--- config.mk ---
export PLATFORM = sky130hd
export DESIGN_NAME = ordered_array_list
export DESIGN_NICKNAME = d
export VERILOG_FILES = /design/src/hdl/oal_pkg.sv /design/src/hdl/oal_ctrl.sv /design/src/hdl/oal_dp.sv /design/src/hdl/ordered_array_list.sv
export SDC_FILE = /design/constraint.sdc
export NUM_CORES = 1
export LEC_CHECK = 0
export BUFFER_PORTS_ARGS = -buffer_cell sky130_fd_sc_hd__buf_4
export CAP_MARGIN = 20
export CORE_UTILIZATION = 66
export DETAILED_ROUTE_END_ITERATION = 6
export PLACE_DENSITY = 0.84
export SLEW_MARGIN = 20
export SYNTH_ARGS = -nofsm -noshare
export SYNTH_HDL_FRONTEND = slang
export SYNTH_SLANG_ARGS = --single-unit
export TNS_END_PERCENT = 10
--- constraint.sdc ---
create_clock -name i_clk -period 5.77 [get_ports i_clk]
set_input_delay 0.577 -clock i_clk [delete_from_list [all_inputs] [get_ports i_clk]]
set_output_delay 0.577 -clock i_clk [all_outputs]
set_load 0.02 [all_outputs]
--- src/hdl/oal_pkg.sv ---
// Package with the shared types and request codes of the ordered array list.
package oal_pkg;

    // Request codes carried in req_type.
    localparam logic [2:0] REQ_APPEND = 3'd0;
    localparam logic [2:0] REQ_INSERT = 3'd1;
    localparam logic [2:0] REQ_DELETE = 3'd2;
    localparam logic [2:0] REQ_UPDATE = 3'd3;
    localparam logic [2:0] REQ_READ   = 3'd4;
    localparam logic [2:0] REQ_CLEAR  = 3'd5;

    // Input beat.
    typedef struct packed {
        logic [2:0] req_type;
        logic [3:0] position;
        logic [7:0] value;
    } t_in;

    // Output beat.
    typedef struct packed {
        logic       error;
        logic [7:0] read_value;
        logic [4:0] list_length;
    } t_out;

    // Controller states.
    typedef enum logic [2:0] {
        ST_IDLE,
        ST_DECODE,
        ST_LOOP,
        ST_SH_RD,
        ST_SH_WR,
        ST_RD_WAIT,
        ST_FIN
    } t_state;

    // Commands from the controller to the datapath.
    typedef struct packed {
        logic load_req;     // capture the input beat
        logic set_err;      // reject the request
        logic cur_init_ins; // cursor starts at the list end
        logic cur_init_del; // cursor starts at the position
        logic rd_shift;     // read the neighbor of the cursor
        logic wr_shift;     // write the read data at the cursor and step it
        logic wr_val;       // write the request value
        logic rd_pos;       // read the entry at the position
        logic cap_rd;       // capture the read data as result
        logic cnt_inc;
        logic cnt_dec;
        logic cnt_clr;
        logic out_load;     // present the result beat
    } t_oal_cmd;

    // Status from the datapath to the controller.
    typedef struct packed {
        logic [2:0] kind;      // request code of the held request
        logic       ok;        // request can be carried out
        logic       loop_more; // entries are still left to move
        logic       out_busy;  // output register holds a beat that is not being taken
    } t_oal_status;

endpackage

--- src/hdl/oal_ctrl.sv ---
// Controller state machine that sequences each request of the ordered array list.
module oal_ctrl (
    input  logic                 i_clk,
    input  logic                 i_rst_n,
    input  logic                 i_in_valid,
    output logic                 o_in_ready,
    input  oal_pkg::t_oal_status i_st,
    output oal_pkg::t_oal_cmd    o_cmd
);
    import oal_pkg::*;

    t_state r_state;
    t_state n_state;

    // State register.
    always_ff @(posedge i_clk) begin
        if (!i_rst_n) begin
            r_state <= ST_IDLE;
        end else begin
            r_state <= n_state;
        end
    end

    // Next state.
    always_comb begin
        n_state = r_state;
        unique case (r_state)
            ST_IDLE: begin
                if (i_in_valid) begin
                    n_state = ST_DECODE;
                end
            end
            ST_DECODE: begin
                if (!i_st.ok) begin
                    n_state = ST_FIN;
                end else begin
                    unique case (i_st.kind) inside
                        REQ_INSERT, REQ_DELETE: n_state = ST_LOOP;
                        REQ_READ:               n_state = ST_RD_WAIT;
                        default:                n_state = ST_FIN;
                    endcase
                end
            end
            ST_LOOP: begin
                n_state = i_st.loop_more ? ST_SH_RD : ST_FIN;
            end
            ST_SH_RD:   n_state = ST_SH_WR;
            ST_SH_WR:   n_state = ST_LOOP;
            ST_RD_WAIT: n_state = ST_FIN;
            ST_FIN: begin
                if (!i_st.out_busy) begin
                    n_state = ST_IDLE;
                end
            end
            default:    n_state = ST_IDLE;
        endcase
    end

    // Outputs.
    always_comb begin
        o_cmd      = '0;
        o_in_ready = 1'b0;
        unique case (r_state)
            ST_IDLE: begin
                o_in_ready     = 1'b1;
                o_cmd.load_req = i_in_valid;
            end
            ST_DECODE: begin
                if (!i_st.ok) begin
                    o_cmd.set_err = 1'b1;
                end else begin
                    unique case (i_st.kind)
                        REQ_APPEND: begin
                            o_cmd.wr_val  = 1'b1;
                            o_cmd.cnt_inc = 1'b1;
                        end
                        REQ_INSERT: o_cmd.cur_init_ins = 1'b1;
                        REQ_DELETE: o_cmd.cur_init_del = 1'b1;
                        REQ_UPDATE: o_cmd.wr_val       = 1'b1;
                        REQ_READ:   o_cmd.rd_pos       = 1'b1;
                        REQ_CLEAR:  o_cmd.cnt_clr      = 1'b1;
                        default:    o_cmd.set_err      = 1'b1;
                    endcase
                end
            end
            ST_LOOP: begin
                // Once the gap is open, an insert writes its value; a delete shrinks.
                if (!i_st.loop_more) begin
                    if (i_st.kind == REQ_INSERT) begin
                        o_cmd.wr_val  = 1'b1;
                        o_cmd.cnt_inc = 1'b1;
                    end else begin
                        o_cmd.cnt_dec = 1'b1;
                    end
                end
            end
            ST_SH_RD:   o_cmd.rd_shift = 1'b1;
            ST_SH_WR:   o_cmd.wr_shift = 1'b1;
            ST_RD_WAIT: o_cmd.cap_rd   = 1'b1;
            ST_FIN:     o_cmd.out_load = !i_st.out_busy;
            default:    o_cmd          = '0;
        endcase
    end

endmodule

--- src/hdl/oal_dp.sv ---
// Datapath of the ordered array list: entry memory, length, cursor and result register.
module oal_dp #(
    parameter int DEPTH = 16
) (
    input  logic                 i_clk,
    input  logic                 i_rst_n,
    input  oal_pkg::t_in         i_in_data,
    input  oal_pkg::t_oal_cmd    i_cmd,
    output oal_pkg::t_oal_status o_st,
    output logic                 o_out_valid,
    input  logic                 i_out_ready,
    output oal_pkg::t_out        o_out_data
);
    import oal_pkg::*;

    localparam int AW  = $clog2(DEPTH);
    localparam int CW  = $clog2(DEPTH + 1);
    localparam int PCW = (CW > 4) ? CW : 4;
    localparam int LCW = (CW > 5) ? CW : 5;

    logic [7:0]    r_mem [DEPTH];
    logic [7:0]    r_rdata;
    t_in           r_req;
    logic [CW-1:0] r_count;
    logic [CW-1:0] r_cursor;
    logic          r_err;
    logic [7:0]    r_rd;
    logic          r_out_valid;
    t_out          r_out;

    logic [PCW-1:0] pos_x;
    logic [PCW-1:0] cnt_x;
    logic [PCW-1:0] cur_x;
    logic [LCW-1:0] cnt_l;
    logic           full;
    logic           is_ins;
    logic           ok;
    logic           we;
    logic [AW-1:0]  waddr;
    logic [7:0]     wdata;
    logic           re;
    logic [AW-1:0]  raddr;

    assign pos_x  = PCW'(r_req.position);
    assign cnt_x  = PCW'(r_count);
    assign cur_x  = PCW'(r_cursor);
    assign cnt_l  = LCW'(r_count);
    assign full   = (r_count == CW'(DEPTH));
    assign is_ins = (r_req.req_type == REQ_INSERT);

    // Whether the held request can be carried out.
    always_comb begin
        case (r_req.req_type) inside
            REQ_APPEND:                    ok = !full;
            REQ_INSERT:                    ok = !full && (pos_x <= cnt_x);
            REQ_DELETE, REQ_UPDATE,
            REQ_READ:                      ok = (pos_x < cnt_x);
            REQ_CLEAR:                     ok = 1'b1;
            default:                       ok = 1'b0;
        endcase
    end

    assign o_st.kind      = r_req.req_type;
    assign o_st.ok        = ok;
    assign o_st.loop_more = is_ins ? (cur_x > pos_x) : (CW'(r_cursor + 1'b1) < r_count);
    assign o_st.out_busy  = r_out_valid && !i_out_ready;

    // Memory port addresses and write data.
    always_comb begin
        we    = i_cmd.wr_val || i_cmd.wr_shift;
        wdata = i_cmd.wr_shift ? r_rdata : r_req.value;
        if (i_cmd.wr_shift) begin
            waddr = r_cursor[AW-1:0];
        end else if (r_req.req_type == REQ_APPEND) begin
            waddr = r_count[AW-1:0];
        end else begin
            waddr = pos_x[AW-1:0];
        end
        re = i_cmd.rd_pos || i_cmd.rd_shift;
        if (i_cmd.rd_shift) begin
            raddr = is_ins ? AW'(r_cursor - 1'b1) : AW'(r_cursor + 1'b1);
        end else begin
            raddr = pos_x[AW-1:0];
        end
    end

    // Entry memory, one write and one registered read per cycle.
    always_ff @(posedge i_clk) begin
        if (we) begin
            r_mem[waddr] <= wdata;
        end
        if (re) begin
            r_rdata <= r_mem[raddr];
        end
    end

    // Request, cursor and partial result.
    always_ff @(posedge i_clk) begin
        if (i_cmd.load_req) begin
            r_req <= i_in_data;
            r_err <= 1'b0;
            r_rd  <= 8'd0;
        end
        if (i_cmd.set_err) begin
            r_err <= 1'b1;
        end
        if (i_cmd.cap_rd) begin
            r_rd <= r_rdata;
        end
        if (i_cmd.cur_init_ins) begin
            r_cursor <= r_count;
        end else if (i_cmd.cur_init_del) begin
            r_cursor <= pos_x[CW-1:0];
        end else if (i_cmd.wr_shift) begin
            r_cursor <= is_ins ? CW'(r_cursor - 1'b1) : CW'(r_cursor + 1'b1);
        end
    end

    // List length.
    always_ff @(posedge i_clk) begin
        if (!i_rst_n) begin
            r_count <= '0;
        end else if (i_cmd.cnt_clr) begin
            r_count <= '0;
        end else if (i_cmd.cnt_inc) begin
            r_count <= CW'(r_count + 1'b1);
        end else if (i_cmd.cnt_dec) begin
            r_count <= CW'(r_count - 1'b1);
        end
    end

    // Output register; the next request may run while this beat waits.
    always_ff @(posedge i_clk) begin
        if (!i_rst_n) begin
            r_out_valid <= 1'b0;
        end else if (i_cmd.out_load) begin
            r_out_valid <= 1'b1;
        end else if (i_out_ready) begin
            r_out_valid <= 1'b0;
        end
    end

    always_ff @(posedge i_clk) begin
        if (i_cmd.out_load) begin
            r_out.error       <= r_err;
            r_out.read_value  <= r_rd;
            r_out.list_length <= cnt_l[4:0];
        end
    end

    assign o_out_valid = r_out_valid;
    assign o_out_data  = r_out;

endmodule

--- src/hdl/ordered_array_list.sv ---
// Top level of the ordered array list.
// Keeps an ordered list of up to DEPTH byte entries in a memory (one write and
// one registered read per cycle) and answers every request beat with one result
// beat. A request is taken only when the controller is idle; append, update,
// clear and rejected requests go from decode straight to finish, and a read
// first waits for its registered memory read. Insert and delete move the later
// entries one at a time through the memory port, reading and then writing each
// moved entry. The result sits in an output register, so the next request is
// accepted and worked while an earlier result waits to be taken. No clearing
// pass is needed after reset: only entries below the length are read.
module ordered_array_list #(
    parameter int DEPTH = 16
) (
    input  logic           i_clk,
    input  logic           i_rst_n,
    input  logic           i_in_valid,
    output logic           o_in_ready,
    input  oal_pkg::t_in   i_in_data,
    output logic           o_out_valid,
    input  logic           i_out_ready,
    output oal_pkg::t_out  o_out_data
);
    import oal_pkg::*;

    t_oal_cmd    cmd;
    t_oal_status st;

    // Request sequencing.
    oal_ctrl u_ctrl (
        .i_clk      (i_clk),
        .i_rst_n    (i_rst_n),
        .i_in_valid (i_in_valid),
        .o_in_ready (o_in_ready),
        .i_st       (st),
        .o_cmd      (cmd)
    );

    // Storage and result.
    oal_dp #(
        .DEPTH (DEPTH)
    ) u_dp (
        .i_clk       (i_clk),
        .i_rst_n     (i_rst_n),
        .i_in_data   (i_in_data),
        .i_cmd       (cmd),
        .o_st        (st),
        .o_out_valid (o_out_valid),
        .i_out_ready (i_out_ready),
        .o_out_data  (o_out_data)
    );

endmodule

# --- Yosys cells after proc, flatten, opt, wreduce, memory -nomap -nowiden ---
# Memories as Yosys holds them, arrays and structs flattened. A register that Yosys moved wholly into a read port is not among the register bits.
# Cells that the tools add are included.
totals:
  n_memories: 1
  reg_bits: 52
  output_inout_bits: 16
  ram_bits: 128
memory_table:
  columns: ["name", "words", "width", "read_ports", "rd_clocked_by_memory_dff", "write_ports", "line", "source"]
  rows:
  - ["u_dp.r_mem", 16, 8, 1, 1, 1, "oal_dp.sv:21", "logic [7:0] r_mem [DEPTH];"]
classes:
  n_reduce_logical: 19
  n_addsub: 4
  magnitude_cmp: 4
  bitwise_logic: 1
  muxes: 54
  n_eq_ne: 14
ops:
  columns: ["op", "count"]
  rows:
  - ["5-bit two-way mux", 6]
  - ["1-bit two-way mux", 29]
  - ["8-bit two-way mux", 3]
  - ["3-bit case mux with 7 select lines", 1]
  - ["4-bit two-way mux", 4]
  - ["3-bit == test (second input constant)", 5]
  - ["3-bit two-way mux", 5]
  - ["3-bit by 2-bit == test with 1-bit output (second input constant)", 4]
  - ["5-bit by 1-bit adder with 5-bit output (second input constant)", 2]
  - ["5-bit by 1-bit subtractor with 5-bit output (second input constant)", 2]
  - ["3-bit by 1-bit == test with 1-bit output (second input constant)", 2]
  - ["3-bit zero test", 2]
  - ["2-bit two-way mux", 3]
  - ["3-bit case mux with 2 select lines", 1]
  - ["2-bit nonzero test", 3]
  - ["2-bit OR reduction", 3]
  - ["6-bit OR reduction", 1]
  - ["5-bit == test (second input constant)", 1]
  - ["5-bit by 4-bit greater-than comparator with 1-bit output", 1]
  - ["4-bit by 5-bit <= comparator with 1-bit output", 1]
  - ["4-bit by 5-bit less-than comparator with 1-bit output", 1]
  - ["5-bit less-than comparator", 1]
  - ["2-bit inequality test (second input constant)", 2]
  - ["1-bit case mux with 2 select lines", 2]
  - ["7 further kinds", 11]

# --- Logic depth before layout (Yosys ltp) ---
logic_depth:
  word_depth: 10
  depth_mapped: 13
  mapped_depth_nobuf: 13

# --- By module ---
# From an unflattened synthesis, not the netlist that was laid out.
hier_totals:
  cells_unflattened: 496
  area_unflattened_um2: 8255.4
by_module_without_submodules:
  columns: ["module", "area_each_um2", "seq_area_each_um2", "instances", "cells_each"]
  rows:
  - ["oal_dp", 7880.1, 5485.3, 1, 443]
  - ["oal_ctrl", 375.4, 60.1, 1, 53]

# --- Least setup slack after synthesis ---
# No wires, ideal clock.
synth_timing:
  kind: "reg-to-reg"
  from: "reg u_dp.r_cursor[1], in the netlist u_dp.cur_x[1]"
  to: "reg u_dp.r_count[4], in the netlist u_dp.cnt_l[4]"
  arrival_ns: 2.804
  period_less_slack_ns: 2.927
  setup_ns: 0.123
  setup_slack_ns: 2.843
  stages_incl_launch_ff: 12
  cell_sequence: "edfxtp_1 ha_1 nor2b_1 o31ai_1 a21oi_1 o21ai_1 inv_1 ha_1 a21o_1 a21oi_1 mux2i_1 mux2_1"
synth_via:
  elab_chain_cells: 6
  word_cells_on_any_way: 9
  cone_classes: "1 x add/sub; 2 x order compare; 5 x mux; 1 x reduce/logical"
synth_rtl:
  columns: ["item", "line", "source"]
  rows:
  - ["start: declaration", "oal_dp.sv:25", "logic [CW-1:0] r_cursor;"]
  - ["start signal: assignment", "oal_dp.sv:111", "r_cursor <= r_count;"]
  - ["start signal: assignment", "oal_dp.sv:113", "r_cursor <= pos_x[CW-1:0];"]
  - ["start signal: assignment", "oal_dp.sv:115", "r_cursor <= is_ins ? CW'(r_cursor - 1'b1) : CW'(r_cursor + 1'b1);"]
  - ["5-bit by 1-bit adder with 5-bit output", "oal_dp.sv:65", "assign o_st.loop_more = is_ins ? (cur_x > pos_x) : (CW'(r_cursor + 1'b1) < r_count);"]
  - ["5-bit less-than comparator", "oal_dp.sv:65", null]
  - ["1-bit two-way mux *", "oal_dp.sv:65", null]
  - ["2-bit two-way mux *", "oal_ctrl.sv:88", "if (!i_st.loop_more) begin"]
  - ["1-bit case mux with 2 select lines or 1-bit two-way mux (tied branches)", "oal_ctrl.sv:63", "unique case (r_state)"]
  - ["5-bit two-way mux or 2-bit nonzero test (tied branches)", null, null]
  - ["end signal: assignment", "oal_dp.sv:126", "r_count <= CW'(r_count + 1'b1);"]
  - ["end signal: assignment", "oal_dp.sv:128", "r_count <= CW'(r_count - 1'b1);"]
  - ["end: declaration", "oal_dp.sv:24", "logic [CW-1:0] r_count;"]
# Every way passes the cells marked *; elsewhere a longest branch is shown, timed or not.
# A chain may end at the register's enable or synchronous reset.

# --- Worst setup path after layout ---
layout_timing:
  from: "reg u_dp.r_cursor[0], in the netlist u_dp.cur_x[0]"
  to: "mem u_dp.r_mem[15][0], enable pin"
layout_via:
  elab_chain_cells: 8
  word_cells_on_any_way: 10
  cone_classes: "1 x add/sub; 2 x order compare; 6 x mux; 1 x reduce/logical"
layout_rtl:
  columns: ["item", "line", "source"]
  rows:
  - ["5-bit by 1-bit adder with 5-bit output", "oal_dp.sv:65", null]
  - ["5-bit less-than comparator", "oal_dp.sv:65", null]
  - ["1-bit two-way mux", "oal_dp.sv:65", null]
  - ["1-bit two-way mux", "oal_ctrl.sv:88", null]
  - ["1-bit case mux with 2 select lines", "oal_ctrl.sv:63", null]
  - ["1-bit logical OR", "oal_dp.sv:70", "we = i_cmd.wr_val || i_cmd.wr_shift;"]
  - ["1-bit two-way mux", "oal_dp.sv:89", "if (we) begin"]
  - ["1-bit two-way mux (not written as such)", "oal_dp.sv:90", "r_mem[waddr] <= wdata;"]
  - ["end: declaration", "oal_dp.sv:21", null]
# Parallel ways exist; a longest one is shown, timed or not.

==> impl_metrics.tcl <==
set metrics [dict create \
    status "finished clean" \
    cts_tree "done" \
    port_buffers 34 \
    yosysMostFrequentCell "edfxtp_1" \
    endpoint "u_dp.r_mem[15][0]" \
    async_reset_ff_share_pct 0 \
    coreArea_mm2 0.01216 \
    n_antenna_cell 0 \
    critPathKind "register to register" \
    ys_top_cells_by_area "edfxtp_1, mux2i_1, mux4_2, nand2_1, ha_1" \
    drc 0 \
    setup_viol 0 \
    synth-seq-cells 188 \
    ff2ff_path_depth 9 \
    drtPass1Iterations 7 \
    overflow 0 \
    crit_fanout 16 \
    drtIter0Drc 844 \
    hold_buffers 0 \
    required_ns 5.95 \
    gp_congestion 0.9416 \
    synthFlopType "edfxtp_1" \
    r2r_setup_slack_ns 2.21 \
    min_period_over_period_pct 61.72 \
    p_per_area_mw_per_mm2 475.4 \
    antenna_found_initial 0 \
    yosysWarnings 0 \
    dp_hpwl_um 11990 \
    nFillCells 690 \
    clock.fmax_mhz 280.8 \
    hp-class "primary input to register" \
    netlist.area_leader.share_pct 64.03 \
    p_leak_nw 3.462 \
    grt_pass1_wl_um 27450 \
    wirelength_um 18340 \
    drv_slew 0 \
    grt_pass1_vias 4817 \
    tns_ns 0 \
    clk_transition_reported_paths_ns 0.07 \
    stdcell_area_mm2 0.009388 \
    end_kind "register" \
    vias 4992 \
    max_slew.worst_pin.slew_ns 1.090 \
    cts_buffers 17 \
    synth-edff-count 178 \
    synthTopCellsByCount "edfxtp_1, mux2i_1, nand2_1, nor3_1, inv_1" \
    netlist_area_mm2 0.008348 \
    die_h_um 114.5 \
    grt_usage_pct 29.82 \
    fin_util_pct 77.19 \
    cts-root-buf "clkbuf_16" \
    postPlaceCellArea_mm2 0.008761 \
    postCtsSetupRepairBufs 0 \
    startpoint "u_dp.cur_x[0]" \
    holdPathStages 1 \
    hp-start "i_in_data[14]" \
    wl_per_cell_um 23.78 \
    clock_latency_ns 0.43 \
    drive_above_1_share_pct 18.57 \
    r2r-end "u_dp.r_mem[15][0]" \
    ir_worst_vdd_v 0.0003251 \
    rsz0062_at_grt "no" \
    io_pins 35 \
    viasPerCell 6.475 \
    skew_ns 0.009640 \
    startpoint_type "register" \
    rows 40 \
    seq_area_frac_synth_pct 66.43 \
    post_cts_resized 0 \
    netlist_instances 556 \
    max_cap_viol_count 0 \
    avgSynthCellArea_um2 15.01 \
    synth_cell_types 52 \
    worstPathArrival_ns 3.75 \
    area_growth_pct 12.45 \
    slew_headroom_pct 27.31 \
    r2r-start "u_dp.cur_x[0]" \
    final_antenna_net_count 0 \
    cts.sinks 188 \
    synth.largest_area_cell "edfxtp_1" \
    grt_max_degree 35 \
    die_x_um 114.5 \
    hold_violations 0 \
    htreeDepth 4 \
    synth.net_count 593 \
    clockBufferDepth 2 \
    fin_crit_ns 3.561 \
    dieArea_mm2 0.01310 \
    initial_core_util_pct 68.64 \
    fin_nets 627 \
]
registers in the layout, indices dropped and copies added, names as in the netlist:
signal	flops
u_ctrl.r_state	3
u_dp.cnt_l	5
u_dp.cur_x	5
u_dp.o_out_data	14
u_dp.o_out_valid	1
u_dp.o_st	3
u_dp.pos_x	4
u_dp.r_err	1
u_dp.r_mem	128
u_dp.r_rd	8
u_dp.r_rdata	8
u_dp.r_req	8
how the worst min path moves through the flow:
stage	endpoint	slack, ns
2_1_floorplan	u_dp.o_out_data[10]	0.40
3_3_place_gp	u_dp.o_out_data[10]	0.41
3_5_place_dp	u_dp.o_out_data[10]	0.40
4_1_cts	u_dp.o_st[5]	0.31
5_1_grt	u_dp.r_req[1]	0.31
6_report	u_dp.o_st[5]	0.32
where the power goes:
part	total (mW)	internal [mW]	switching (mW)	leakage [nW]
sequential	1.94	1.81	0.136	1.70
combinational	1.36	0.462	0.894	1.47
clock	1.16	0.620	0.545	0.292
total	4.46	2.89	1.57	3.46
layer usage:
layer / share of wire [%] / vias to the layer above / track usage [%] / routed length, um
met5: 0 / - / 0 / 0
met1: 39 / 2417 / 42.16 / 7206
met3: 10 / 38 / 7.041 / 1861
met4: 2.1 / 0 / 11.08 / 381
met2: 48 / 312 / 45.86 / 8888
li1: - / 2225 / - / -
critical path, cell delays in order (launching register included):
cell and delay, ns:
edfxtp_1 0.54, inv_1 0.31, ha_1 0.29, nand4_1 0.09, nor3_1 0.06, a21oi_1 0.49, o21ai_0 0.19, a21oi_2 0.83
nor3_1 0.24, buf_2 0.26
metrics by stage:
stage	setup slack, ns	std cells	power, mW	hold slack (ns)
final	2.209	771	4.463	0.3206
after floorplan	2.843	556	2.881	0.4003
after global routing	1.973	771	4.653	0.3081
after CTS	2.090	771	4.431	0.3089
after global placement	2.202	738	3.192	0.4051
after detailed placement	2.106	739	3.273	0.4045
kinds of logic after synthesis:
| family | synth area share, % |
|---|---|
| DFF | 66.43 |
| AOI/OAI and AO/OA | 5.426 |
| and+or+nand+nor | 8.978 |
| xor gates and xnor gates | 1.244 |
| muxes | 12.53 |
| buffers and inverters | 2.608 |
| adders and majority gates | 2.788 |
area by class of cell:
class | instances | area, um^2 | area share [%]
flip-flops and latches | 188 | 5545 | 59.07
multi-input cells | 325 | 2676 | 28.51
clock inverters | 15 | 176.4 | 1.879
repair buffers | 37 | 275.3 | 2.932
well taps | 168 | 210.2 | 2.239
inverters | 21 | 78.83 | 0.8397
clock buffers | 17 | 425.4 | 4.532
cell usage in the layout (no fill, tap or decap), drive strengths merged, types with 4 or more instances in the layout:
| master | synthesis | routed |
|---|---|---|
| edfxtp | 178 | 178 |
| mux2i | 64 | 64 |
| nand2 | 58 | 58 |
| buf | 13 | 37 |
| nor3 | 31 | 31 |
| inv | 21 | 28 |
| ha | 17 | 17 |
| clkbuf | 9 | 17 |
| nand3 | 16 | 16 |
| mux4 | 16 | 16 |
| a21oi | 12 | 12 |
| o21ai | 12 | 12 |
| and3 | 11 | 11 |
| dfxtp | 10 | 10 |
| a31oi | 9 | 9 |
| a222oi | 8 | 8 |
| nor2 | 7 | 7 |
| xnor2 | 7 | 7 |
| nor2b | 6 | 6 |
| o31ai | 6 | 6 |
| clkinv | 0 | 6 |
| a21o | 5 | 5 |
| xor2 | 4 | 4 |
No activity file was read; power rests on OpenSTA's default activity.
